### src/hdl/crng_pkg.sv
`default_nettype none
// ---------------------------------------------------------------------------
// crng_pkg
// Shared constants, command/status types and derived widths for the
// combined congruential generator with shuffle table.
// ---------------------------------------------------------------------------
package crng_pkg;

   // Shuffle table geometry
   localparam int TABLE_SIZE = 32;
   localparam int IDX_W      = $clog2(TABLE_SIZE);
   localparam int WARM_STEPS = TABLE_SIZE + 8;
   localparam int STEP_W     = $clog2(WARM_STEPS);

   // Field and datapath widths
   localparam int SEED_W  = 32;
   localparam int VALUE_W = 31;
   localparam int MUL_W   = 16;
   localparam int FOLD_W  = 8;
   localparam int PROD_W  = VALUE_W + MUL_W;

   // Generator constants (moduli sit just below 2^31, so 2^31 folds to a small value)
   localparam logic [VALUE_W-1:0] MOD_ONE  = 31'd2147483563;
   localparam logic [VALUE_W-1:0] MOD_TWO  = 31'd2147483399;
   localparam logic [MUL_W-1:0]   MUL_ONE  = 16'd40014;
   localparam logic [MUL_W-1:0]   MUL_TWO  = 16'd40692;
   localparam logic [FOLD_W-1:0]  FOLD_ONE = FOLD_W'(32'h8000_0000 - {1'b0, MOD_ONE});
   localparam logic [FOLD_W-1:0]  FOLD_TWO = FOLD_W'(32'h8000_0000 - {1'b0, MOD_TWO});
   localparam logic [VALUE_W-1:0] WRAP_ONE = MOD_ONE - 31'd1;

   // Table index from the previous output: value / BUCKET by reciprocal
   localparam longint BUCKET      = 1 + longint'(WRAP_ONE) / TABLE_SIZE;
   localparam int     BUCKET_W    = $clog2(BUCKET + 1);
   localparam int     RECIP_SHIFT = 37;
   localparam longint RECIP       = (longint'(1) << RECIP_SHIFT) / BUCKET + 1;
   localparam int     RECIP_W     = $clog2(RECIP + 1);
   localparam int     PICK_PW     = VALUE_W + RECIP_W;
   localparam int     QUO_W       = IDX_W + 1;
   localparam int     QB_W        = QUO_W + BUCKET_W;

   // Reset values of the generator state
   localparam logic signed [SEED_W-1:0] GEN_ONE_RESET = -32'sd849345;
   localparam logic [VALUE_W-1:0]       GEN_TWO_RESET = 31'd123456789;
   localparam logic [VALUE_W-1:0]       SHUFFLE_RESET = '0;

   // Input item kinds (carried on req_tuser)
   typedef enum logic {
      CMD_DRAW = 1'b0,
      CMD_SEED = 1'b1
   } command_type;

   // Controller to datapath commands
   typedef struct packed {
      logic             load_seed;
      logic             reinit;
      logic             mul_issue;
      logic             mul_gen_two;
      logic             wb_one;
      logic             wb_two;
      logic             fill_wr;
      logic             fill_last;
      logic [IDX_W-1:0] fill_idx;
      logic             tbl_rd;
      logic             finish;
   } dp_cmd_type;

   // Datapath to controller status
   typedef struct packed {
      logic gen_one_nonpos;
   } dp_status_type;

endpackage
`default_nettype wire

### src/hdl/crng_ram.sv
`default_nettype none
// ---------------------------------------------------------------------------
// crng_ram
// Generic single-port RAM with registered read data.
// ---------------------------------------------------------------------------
module crng_ram #(
   parameter int WIDTH = 31,
   parameter int DEPTH = 32
) (
   input  wire logic                     clock,
   input  wire logic                     we,
   input  wire logic                     re,
   input  wire logic [$clog2(DEPTH)-1:0] addr,
   input  wire logic [WIDTH-1:0]         wdata,
   output logic      [WIDTH-1:0]         rdata
);

   logic [WIDTH-1:0] mem_ff [DEPTH];
   logic [WIDTH-1:0] rdata_ff;

   always_ff @(posedge clock) begin
      if (we) begin
         mem_ff[addr] <= wdata;
      end
      if (re) begin
         rdata_ff <= mem_ff[addr];
      end
   end

   assign rdata = rdata_ff;

endmodule
`default_nettype wire

### src/hdl/crng_modmul.sv
`default_nettype none
// ---------------------------------------------------------------------------
// crng_modmul
// Shared modular multiplier: a*z mod m for either generator, product registered.
// ---------------------------------------------------------------------------
module crng_modmul (
   input  wire logic                           clock,
   input  wire logic                           issue,
   input  wire logic                           sel_two,
   input  wire logic [crng_pkg::VALUE_W-1:0]   z,
   output logic      [crng_pkg::VALUE_W-1:0]   result
);

   localparam int HF_W = crng_pkg::MUL_W + crng_pkg::FOLD_W;

   logic [crng_pkg::MUL_W-1:0]   mul_k;
   logic [crng_pkg::PROD_W-1:0]  prod_in;
   logic [crng_pkg::PROD_W-1:0]  prod_ff;
   logic                         sel_two_ff;
   logic [crng_pkg::MUL_W-1:0]   hi;
   logic [crng_pkg::VALUE_W-1:0] lo;
   logic [crng_pkg::FOLD_W-1:0]  fold_k;
   logic [HF_W-1:0]              hi_fold;
   logic [crng_pkg::VALUE_W:0]   fold_sum;
   logic [crng_pkg::VALUE_W:0]   mod_ext;

   assign mul_k   = sel_two ? crng_pkg::MUL_TWO : crng_pkg::MUL_ONE;
   assign prod_in = crng_pkg::PROD_W'(z) * crng_pkg::PROD_W'(mul_k);

   always_ff @(posedge clock) begin
      if (issue) begin
         prod_ff    <= prod_in;
         sel_two_ff <= sel_two;
      end
   end

   // Fold the high part back in (2^31 == small constant mod m), then one subtract
   always_comb begin
      hi       = prod_ff[crng_pkg::PROD_W-1:crng_pkg::VALUE_W];
      lo       = prod_ff[crng_pkg::VALUE_W-1:0];
      fold_k   = sel_two_ff ? crng_pkg::FOLD_TWO : crng_pkg::FOLD_ONE;
      hi_fold  = HF_W'(hi) * HF_W'(fold_k);
      fold_sum = {1'b0, lo} + (crng_pkg::VALUE_W + 1)'(hi_fold);
      mod_ext  = {1'b0, (sel_two_ff ? crng_pkg::MOD_TWO : crng_pkg::MOD_ONE)};
      if (fold_sum >= mod_ext) begin
         result = crng_pkg::VALUE_W'(fold_sum - mod_ext);
      end else begin
         result = fold_sum[crng_pkg::VALUE_W-1:0];
      end
   end

endmodule
`default_nettype wire

### src/hdl/crng_datapath.sv
`default_nettype none
// ---------------------------------------------------------------------------
// crng_datapath
// Generator state, shared modular multiplier, shuffle table and the
// table index pipeline.
// ---------------------------------------------------------------------------
module crng_datapath (
   input  wire logic                                clock,
   input  wire logic                                reset,
   input  wire crng_pkg::dp_cmd_type                cmd,
   input  wire logic signed [crng_pkg::SEED_W-1:0]  seed,
   output crng_pkg::dp_status_type                  status,
   output logic [crng_pkg::VALUE_W-1:0]             rsp_data
);

   localparam int DIFF_W = crng_pkg::VALUE_W + 2;

   logic signed [crng_pkg::SEED_W-1:0] gen_one_ff, gen_one_in;
   logic [crng_pkg::VALUE_W-1:0]       gen_two_ff, gen_two_in;
   logic [crng_pkg::VALUE_W-1:0]       shuffle_out_ff, shuffle_out_in;
   logic [crng_pkg::VALUE_W-1:0]       rsp_data_ff;
   logic [crng_pkg::QUO_W-1:0]         q_est_ff, q_est_in;
   logic [crng_pkg::VALUE_W-1:0]       so_dly_ff;
   logic [crng_pkg::IDX_W-1:0]         pick_ff, pick_in;

   logic [crng_pkg::VALUE_W-1:0]       reinit_val;
   logic [crng_pkg::VALUE_W-1:0]       mul_z;
   logic [crng_pkg::VALUE_W-1:0]       mul_res;
   logic [crng_pkg::VALUE_W-1:0]       ram_rdata;
   logic [crng_pkg::VALUE_W-1:0]       ram_wdata;
   logic [crng_pkg::IDX_W-1:0]         ram_addr;
   logic                               ram_we;
   logic [DIFF_W-1:0]                  diff;
   logic [DIFF_W-1:0]                  diff_wrap;
   logic [crng_pkg::VALUE_W-1:0]       shuffle_new;
   logic [crng_pkg::PICK_PW-1:0]       pick_prod;
   logic [crng_pkg::QB_W-1:0]          back_prod;
   logic [crng_pkg::QUO_W-1:0]         q_corr;

   // Negate for re-initialization: zero becomes one, most negative saturates
   always_comb begin
      if (gen_one_ff == '0) begin
         reinit_val = crng_pkg::VALUE_W'(1);
      end else if (gen_one_ff == {1'b1, {(crng_pkg::SEED_W-1){1'b0}}}) begin
         reinit_val = '1;
      end else begin
         reinit_val = crng_pkg::VALUE_W'(-gen_one_ff);
      end
   end

   assign status.gen_one_nonpos = gen_one_ff[crng_pkg::SEED_W-1] | (gen_one_ff == '0);

   assign mul_z = cmd.mul_gen_two ? gen_two_ff : gen_one_ff[crng_pkg::VALUE_W-1:0];

   crng_modmul u_modmul (
      .clock   (clock),
      .issue   (cmd.mul_issue),
      .sel_two (cmd.mul_gen_two),
      .z       (mul_z),
      .result  (mul_res)
   );

   // Shuffle table: fill during warm-up, read-then-replace on a draw
   assign ram_we    = cmd.fill_wr | cmd.finish;
   assign ram_addr  = cmd.fill_wr ? cmd.fill_idx : pick_ff;
   assign ram_wdata = cmd.fill_wr ? mul_res : gen_one_ff[crng_pkg::VALUE_W-1:0];

   crng_ram #(
      .WIDTH (crng_pkg::VALUE_W),
      .DEPTH (crng_pkg::TABLE_SIZE)
   ) u_table (
      .clock (clock),
      .we    (ram_we),
      .re    (cmd.tbl_rd),
      .addr  (ram_addr),
      .wdata (ram_wdata),
      .rdata (ram_rdata)
   );

   // New output: entry minus second generator, wrapped into range
   always_comb begin
      diff      = {2'b00, ram_rdata} - {2'b00, gen_two_ff};
      diff_wrap = diff + {2'b00, crng_pkg::WRAP_ONE};
      if ($signed(diff) < $signed(DIFF_W'(1))) begin
         shuffle_new = diff_wrap[crng_pkg::VALUE_W-1:0];
      end else begin
         shuffle_new = diff[crng_pkg::VALUE_W-1:0];
      end
   end

   // Index pipeline: reciprocal estimate, then one correction and a clamp
   always_comb begin
      pick_prod = crng_pkg::PICK_PW'(shuffle_out_ff) * crng_pkg::PICK_PW'(crng_pkg::RECIP);
      q_est_in  = crng_pkg::QUO_W'(pick_prod >> crng_pkg::RECIP_SHIFT);
      back_prod = crng_pkg::QB_W'(q_est_ff) * crng_pkg::QB_W'(crng_pkg::BUCKET);
      if (back_prod > crng_pkg::QB_W'(so_dly_ff)) begin
         q_corr = q_est_ff - crng_pkg::QUO_W'(1);
      end else begin
         q_corr = q_est_ff;
      end
      if (q_corr > crng_pkg::QUO_W'(crng_pkg::TABLE_SIZE - 1)) begin
         pick_in = crng_pkg::IDX_W'(crng_pkg::TABLE_SIZE - 1);
      end else begin
         pick_in = q_corr[crng_pkg::IDX_W-1:0];
      end
   end

   // Next state of the generators
   always_comb begin
      gen_one_in     = gen_one_ff;
      gen_two_in     = gen_two_ff;
      shuffle_out_in = shuffle_out_ff;
      if (cmd.load_seed) begin
         gen_one_in = seed;
      end else if (cmd.reinit) begin
         gen_one_in = {1'b0, reinit_val};
      end else if (cmd.wb_one) begin
         gen_one_in = {1'b0, mul_res};
      end
      if (cmd.reinit) begin
         gen_two_in = reinit_val;
      end else if (cmd.wb_two) begin
         gen_two_in = mul_res;
      end
      if (cmd.fill_last) begin
         shuffle_out_in = mul_res;
      end else if (cmd.finish) begin
         shuffle_out_in = shuffle_new;
      end
   end

   always_ff @(posedge clock) begin
      if (reset) begin
         gen_one_ff     <= crng_pkg::GEN_ONE_RESET;
         gen_two_ff     <= crng_pkg::GEN_TWO_RESET;
         shuffle_out_ff <= crng_pkg::SHUFFLE_RESET;
      end else begin
         gen_one_ff     <= gen_one_in;
         gen_two_ff     <= gen_two_in;
         shuffle_out_ff <= shuffle_out_in;
      end
   end

   always_ff @(posedge clock) begin
      q_est_ff  <= q_est_in;
      so_dly_ff <= shuffle_out_ff;
      pick_ff   <= pick_in;
      if (cmd.finish) begin
         rsp_data_ff <= shuffle_new;
      end
   end

   assign rsp_data = rsp_data_ff;

endmodule
`default_nettype wire

### src/hdl/crng_ctrl.sv
`default_nettype none
// ---------------------------------------------------------------------------
// crng_ctrl
// Sequencer for seed loads, warm-up fill and draws; owns the output valid.
// ---------------------------------------------------------------------------
module crng_ctrl (
   input  wire logic                    clock,
   input  wire logic                    reset,
   input  wire logic                    req_tvalid,
   input  wire logic                    req_command,
   input  wire logic                    rsp_tready,
   input  wire crng_pkg::dp_status_type status,
   output logic                         req_tready,
   output logic                         rsp_tvalid,
   output crng_pkg::dp_cmd_type         cmd
);

   typedef enum logic [2:0] {
      ST_IDLE,
      ST_NEG,
      ST_WARM_ISSUE,
      ST_WARM_WB,
      ST_DRAW_ONE,
      ST_DRAW_TWO,
      ST_DRAW_WB,
      ST_FINISH
   } state_type;

   state_type                   state_ff, state_in;
   logic [crng_pkg::STEP_W-1:0] step_ff, step_in;
   logic                        rsp_valid_ff, rsp_valid_in;

   always_comb begin
      state_in = state_ff;
      step_in  = step_ff;
      cmd      = '0;
      case (state_ff)
         ST_IDLE: begin
            if (req_tvalid) begin
               if (req_command == crng_pkg::CMD_SEED) begin
                  cmd.load_seed = 1'b1;
               end else if (status.gen_one_nonpos) begin
                  state_in = ST_NEG;
               end else begin
                  state_in = ST_DRAW_ONE;
               end
            end
         end
         ST_NEG: begin
            cmd.reinit = 1'b1;
            step_in    = crng_pkg::STEP_W'(crng_pkg::WARM_STEPS - 1);
            state_in   = ST_WARM_ISSUE;
         end
         ST_WARM_ISSUE: begin
            cmd.mul_issue = 1'b1;
            state_in      = ST_WARM_WB;
         end
         ST_WARM_WB: begin
            cmd.wb_one = 1'b1;
            // the last TABLE_SIZE steps fill the table from the top down
            if (step_ff < crng_pkg::STEP_W'(crng_pkg::TABLE_SIZE)) begin
               cmd.fill_wr  = 1'b1;
               cmd.fill_idx = step_ff[crng_pkg::IDX_W-1:0];
            end
            if (step_ff == '0) begin
               cmd.fill_last = 1'b1;
               state_in      = ST_DRAW_ONE;
            end else begin
               step_in  = step_ff - crng_pkg::STEP_W'(1);
               state_in = ST_WARM_ISSUE;
            end
         end
         ST_DRAW_ONE: begin
            cmd.mul_issue = 1'b1;
            state_in      = ST_DRAW_TWO;
         end
         ST_DRAW_TWO: begin
            cmd.wb_one      = 1'b1;
            cmd.mul_issue   = 1'b1;
            cmd.mul_gen_two = 1'b1;
            state_in        = ST_DRAW_WB;
         end
         ST_DRAW_WB: begin
            cmd.wb_two = 1'b1;
            cmd.tbl_rd = 1'b1;
            state_in   = ST_FINISH;
         end
         ST_FINISH: begin
            // hold until the output register is free
            if (!rsp_valid_ff || rsp_tready) begin
               cmd.finish = 1'b1;
               state_in   = ST_IDLE;
            end
         end
         default: begin
            state_in = ST_IDLE;
         end
      endcase
      rsp_valid_in = cmd.finish | (rsp_valid_ff & ~rsp_tready);
   end

   always_ff @(posedge clock) begin
      if (reset) begin
         state_ff     <= ST_IDLE;
         step_ff      <= '0;
         rsp_valid_ff <= 1'b0;
      end else begin
         state_ff     <= state_in;
         step_ff      <= step_in;
         rsp_valid_ff <= rsp_valid_in;
      end
   end

   assign req_tready = (state_ff == ST_IDLE);
   assign rsp_tvalid = rsp_valid_ff;

endmodule
`default_nettype wire

### src/hdl/combined_lcg_shuffle_rng_unit.sv
`default_nettype none
// ---------------------------------------------------------------------------
// combined_lcg_shuffle_rng_unit
// Combined two-generator congruential random source with a shuffle table.
// ---------------------------------------------------------------------------
// Usage:
//   Request channel (req_*): each transfer is a seed load (req_tuser = 1,
//   req_tdata = new signed first-generator state) or a draw (req_tuser = 0,
//   req_tdata ignored). A seed load gives no result; a draw gives one.
//   Result channel (rsp_*): rsp_tdata[30:0] is the random integer in
//   1..2147483562; divide by 2147483563 for a uniform value in (0,1).
// Timing:
//   A seed load leaves the unit idle. A draw passes ST_DRAW_ONE, ST_DRAW_TWO,
//   ST_DRAW_WB and ST_FINISH, registering its result in ST_FINISH; the
//   two generator steps run back to back through one shared modular
//   multiplier with a registered product, then the table read-modify-write.
//   A draw that finds a non-positive first generator re-initializes first:
//   a NEG step, then TABLE_SIZE + 8 dependent multiplier steps, each an
//   issue and a write-back, filling the table on the way.
// Reset:
//   Synchronous, active high. The generators take their fixed start values,
//   so the first draw after reset re-initializes. The table is not cleared.
// Stalls:
//   The result sits in an output register; a new request is still accepted
//   while it waits, and a draw holds in its final step until it is taken.
// ---------------------------------------------------------------------------
module combined_lcg_shuffle_rng_unit (
   input  wire logic        clock,
   input  wire logic        reset,
   // request channel
   input  wire logic        req_tvalid,
   output logic             req_tready,
   input  wire logic [31:0] req_tdata,   // [31:0] seed (signed)
   input  wire logic        req_tuser,   // [0] command: 0 draw, 1 seed load
   // result channel
   output logic             rsp_tvalid,
   input  wire logic        rsp_tready,
   output logic [31:0]      rsp_tdata    // [30:0] value, [31] zero
);

   crng_pkg::dp_cmd_type               cmd;
   crng_pkg::dp_status_type            status;
   logic [crng_pkg::VALUE_W-1:0]       rsp_data;
   logic signed [crng_pkg::SEED_W-1:0] seed;

   assign seed = $signed(req_tdata);

   // Sequencer: decides each cycle what the datapath does
   crng_ctrl u_ctrl (
      .clock       (clock),
      .reset       (reset),
      .req_tvalid  (req_tvalid),
      .req_command (req_tuser),
      .rsp_tready  (rsp_tready),
      .status      (status),
      .req_tready  (req_tready),
      .rsp_tvalid  (rsp_tvalid),
      .cmd         (cmd)
   );

   // Datapath: generator state, multiplier, table and output register
   crng_datapath u_datapath (
      .clock    (clock),
      .reset    (reset),
      .cmd      (cmd),
      .seed     (seed),
      .status   (status),
      .rsp_data (rsp_data)
   );

   // Pad the 31-bit value to a whole number of bytes
   assign rsp_tdata = {1'b0, rsp_data};

endmodule
`default_nettype wire

### config.mk
export PLATFORM = sky130hd
export DESIGN_NAME = combined_lcg_shuffle_rng_unit
export DESIGN_NICKNAME = d
export VERILOG_FILES = /design/src/hdl/crng_pkg.sv /design/src/hdl/crng_ram.sv /design/src/hdl/crng_modmul.sv /design/src/hdl/crng_datapath.sv /design/src/hdl/crng_ctrl.sv /design/src/hdl/combined_lcg_shuffle_rng_unit.sv
export SDC_FILE = /design/constraint.sdc
export NUM_CORES = 2
export LEC_CHECK = 0
export BUFFER_PORTS_ARGS = -buffer_cell sky130_fd_sc_hd__buf_2
export CAP_MARGIN = 20
export CORE_ASPECT_RATIO = 0.6
export CORE_MARGIN = 2
export CORE_UTILIZATION = 59
export CTS_CLUSTER_SIZE = 12
export DETAILED_ROUTE_END_ITERATION = 12
export HOLD_SLACK_MARGIN = 0.08
export PLACE_DENSITY = 0.75
export SYNTH_ARGS = -nofsm -noshare
export SYNTH_HDL_FRONTEND = slang
export SYNTH_HIERARCHICAL = 1
export SYNTH_SLANG_ARGS = --single-unit
### constraint.sdc
create_clock -name clock -period 15.85 [get_ports clock]
set_input_delay 1.585 -clock clock [delete_from_list [all_inputs] [get_ports clock]]
set_output_delay 1.585 -clock clock [all_outputs]
set_load 0.01 [all_outputs]
==> impl_metrics.py <==
metrics = {
    "worst_setup_path": {
        "cp_cell_sequence": "and3_4 > buf_4 > mux2_2 > and2_1 > fa_1 > fa_1 > inv_1 > fa_1 > inv_1 > fa_1 > fa_1 > fa_1 > ha_1 > nand3_1 > nor3_1 > and2_1 > nand4_1 > a21boi_0 > a211oi_1 > or3_1 > a211o_1 > o311ai_0",
        "required_ps": 16380,
        "crit_top_cell": "fa_1",
        "startpoint_type": "flop",
        "critPathBufInv": 3,
        "critical_path_peak_fanout": 59,
        "crit_path_max_incr_delay_ps": 710,
        "worstSetupEndpointType": "flop",
        "worstPathArrival_ps": 9570,
        "worstSetupPathType": "reg -> reg",
        "path_delay_family": "adder cells",
        "worst_path_max_delay_cell": "dfxtp_1",
    },
    "floorplanning": {
        "die_x_um": 452,
        "dieHeight_um": 273,
        "start_util_pct": 59.6,
        "core_area_um2": 119000,
        "dieArea_um2": 123000,
        "rows": 98,
        "io_pins": 71,
    },
    "timing": {
        "drv_slew": 0,
        "tightest_slew_ps": 1130,
        "layout_min_cycle_time_ps": 9040,
        "max-slew-margin-rel_pct": 24.5,
        "finalCritPeriodShare_pct": 57.0,
        "fin_setup_tns_ps": 0,
        "final-setup-viol-count": 0,
        "hold_viol": 0,
        "max_freq_ghz": 0.111,
        "skew_ps": 107,
        "rsz0062_at_grt": "no",
    },
    "yosys": {
        "ys_types": 102,
        "synth_cells": 5620,
        "yosysWarnings": 6,
        "synth_seq_area_share_pct": 50.6,
        "synth_top_flop_cell": "edfxtp_1",
        "syn-cell-area_um2": 71100,
        "ys_ff_latch": 1247,
        "syn-num-nets": 6451,
        "avgSynthCellArea_um2": 12.6,
        "synth_edf_count": 1101,
        "ys_async_sr_fraction_pct": 0,
    },
    "outcome": {
        "status": "finished, final reports clean",
    },
    "cts": {
        "cts_tree": "yes",
        "cts_buffers": 118,
        "clock-sinks": 1247,
        "cts_setup_buffers": 0,
        "root_buffer": "clkbuf_16",
        "path_clk_slew_ps": 60,
        "cts_max_path_buffers": 3,
        "cts_resized": 0,
        "clkLatencyLatePin_ps": 790,
        "hold_buffers": 0,
        "htreeDepth": 3,
    },
    "placement": {
        "dp_hpwl_um": 140000,
        "place.gp.congestion": 0.977,
        "port_buffers": 69,
    },
    "worst_hold_path": {
        "hold_path_class": "reg -> reg",
    },
    "global_routing": {
        "grt_pass1_wl_um": 297000,
        "grt_pass1_vias": 45123,
        "use_met3_pct": 9.31,
        "use_met2_pct": 45.8,
        "globalRouteTotalUtil_pct": 32.7,
        "antenna_found_initial": 8,
        "grt-busiest-layer": "met1",
        "overflow": 0,
        "grt_max_degree": 125,
        "grtUsageMet1_pct": 49.6,
    },
    "run": {
        "drv_cap": 0,
    },
    "route": {
        "wirelength_um": 202000,
        "firstDrtPassIters": 8,
        "routedWlPerCell_um": 27.6,
        "ant_nets": 0,
        "vias": 46896,
        "avgViaCountPerCell": 6.39,
        "drtIter0Drc": 6123,
        "drc_errors": 0,
    },
    "layout": {
        "syn_to_final_growth_pct": 8.34,
        "final_layout_size_suffix_gt1_share_pct": 8.89,
        "most-common-layout-cells": "edfxtp_1, inv_1, mux2i_1",
        "fillers": 8840,
        "fin_nets": 6517,
        "final_common_cell": "edfxtp_1",
    },
}
## metal layers
layer	vias up	wire, um
met5	-	0
met4	0	6300
met3	368	26900
met2	2809	83500
met1	23315	85600
li1	20404	-
## synthesized netlist by cell type (10+ instances only)
| cell type | instances | share of area, % |
|---|---|---|
| a211oi_1 | 39 | 0.41 |
| a21boi_0 | 11 | 0.12 |
| a21o_1 | 64 | 0.68 |
| a21oi_1 | 196 | 1.4 |
| a31o_2 | 23 | 0.28 |
| a31oi_1 | 18 | 0.16 |
| and2_1 | 51 | 0.45 |
| and3_1 | 37 | 0.33 |
| buf_2 | 104 | 0.73 |
| clkbuf_1 | 108 | 0.57 |
| dfxtp_1 | 146 | 4.1 |
| edfxtp_1 | 1101 | 47 |
| fa_1 | 387 | 11 |
| ha_1 | 407 | 7.2 |
| inv_1 | 677 | 3.6 |
| mux2_2 | 64 | 1.0 |
| mux2i_1 | 505 | 7.1 |
| nand2_1 | 263 | 1.4 |
| nand2b_1 | 59 | 0.52 |
| nand3_1 | 59 | 0.42 |
| nand3b_1 | 10 | 0.11 |
| nand4_1 | 21 | 0.18 |
| nor2_1 | 199 | 1.1 |
| nor2b_1 | 32 | 0.28 |
| nor3_1 | 64 | 0.45 |
| nor3b_1 | 11 | 0.12 |
| nor4_1 | 77 | 0.68 |
| o211ai_1 | 22 | 0.23 |
| o21a_1 | 18 | 0.19 |
| o21ai_0 | 128 | 0.90 |
| o21ai_1 | 11 | 0.077 |
| o21bai_1 | 16 | 0.17 |
| o22ai_1 | 265 | 2.3 |
| o31ai_1 | 20 | 0.21 |
| or3_1 | 18 | 0.16 |
| or4_1 | 12 | 0.13 |
| xnor2_1 | 112 | 1.4 |
| xor2_1 | 56 | 0.69 |
## sequential cells by signal (all words and copies together) (netlist names), 31 cells and up
signal                       count
u_datapath/u_modmul/prod_ff     46
u_datapath/u_table/mem_ff      992
u_datapath/shuffle_out_ff       31
u_datapath/so_dly_ff            31
u_datapath/u_table/rdata        31
u_datapath/rsp_data             31
u_datapath/gen_two_ff           31
u_datapath/gen_one_ff           32
## worst register-to-register path: cells and delay by family (launching register included)
| family | cells | cell delay [ps] |
|---|---|---|
| AOI/OAI and AO/OA | 4 | 1130 |
| buffers and inverters | 3 | 730 |
| muxes | 1 | 590 |
| adders and majority gates | 7 | 3530 |
| and+or+nand+nor | 7 | 2150 |
| DFF | 1 | 710 |
## through the flow
| stage | std cells | setup slack (ps) | utilization [%] | hold slack (ps) | area (um2) |
|---|---|---|---|---|---|
| final | 7340 | 6810 | 64.5 | 387 | 77000 |
| after global routing | 7334 | 6260 | 64.5 | 393 | 77000 |
| after CTS | 7334 | 6890 | 64.5 | 385 | 77000 |
| after global placement | 7166 | 7090 | 61.6 | 371 | 73500 |
| after floorplan | 5620 | 7950 | - | 344 | 71100 |
| after detailed placement | 7166 | 6910 | 61.6 | 373 | 73500 |
## final cells by class
cell class              instances  area [um2]  area share [%]
flip-flops and latches       1247       36000            46.7
multi-input cells            3462       31800            41.3
clock buffers                 153        3200            4.16
inverters                     678        2540            3.30
well taps                    1600        2000            2.60
repair buffers                179        1200            1.55
clock inverters                15         258           0.335
diodes                          6        15.0          0.0195
## final timing paths
path         slack, ps                         start                         endpoint  depth (start not counted)
max reg2reg       6810            u_ctrl/state_ff[2]  u_datapath/u_modmul/prod_ff[45]                         22
max               6810            u_ctrl/state_ff[2]  u_datapath/u_modmul/prod_ff[45]                         22
min                390  u_datapath/shuffle_out_ff[2]          u_datapath/so_dly_ff[2]                          0
min reg2reg        390  u_datapath/shuffle_out_ff[2]          u_datapath/so_dly_ff[2]                          0
## cells by family after synthesis
family	synth area share [%]
compound gates	8.73
buf+inv	5.09
other cells	0.0106
xor+xnor	2.07
simple gates	7.19
flops	50.6
mux	8.21
fa+ha+maj	18.1
Power is not shown: default switching activity piles up to over one toggle a cycle in this logic, so the estimate is an artifact.
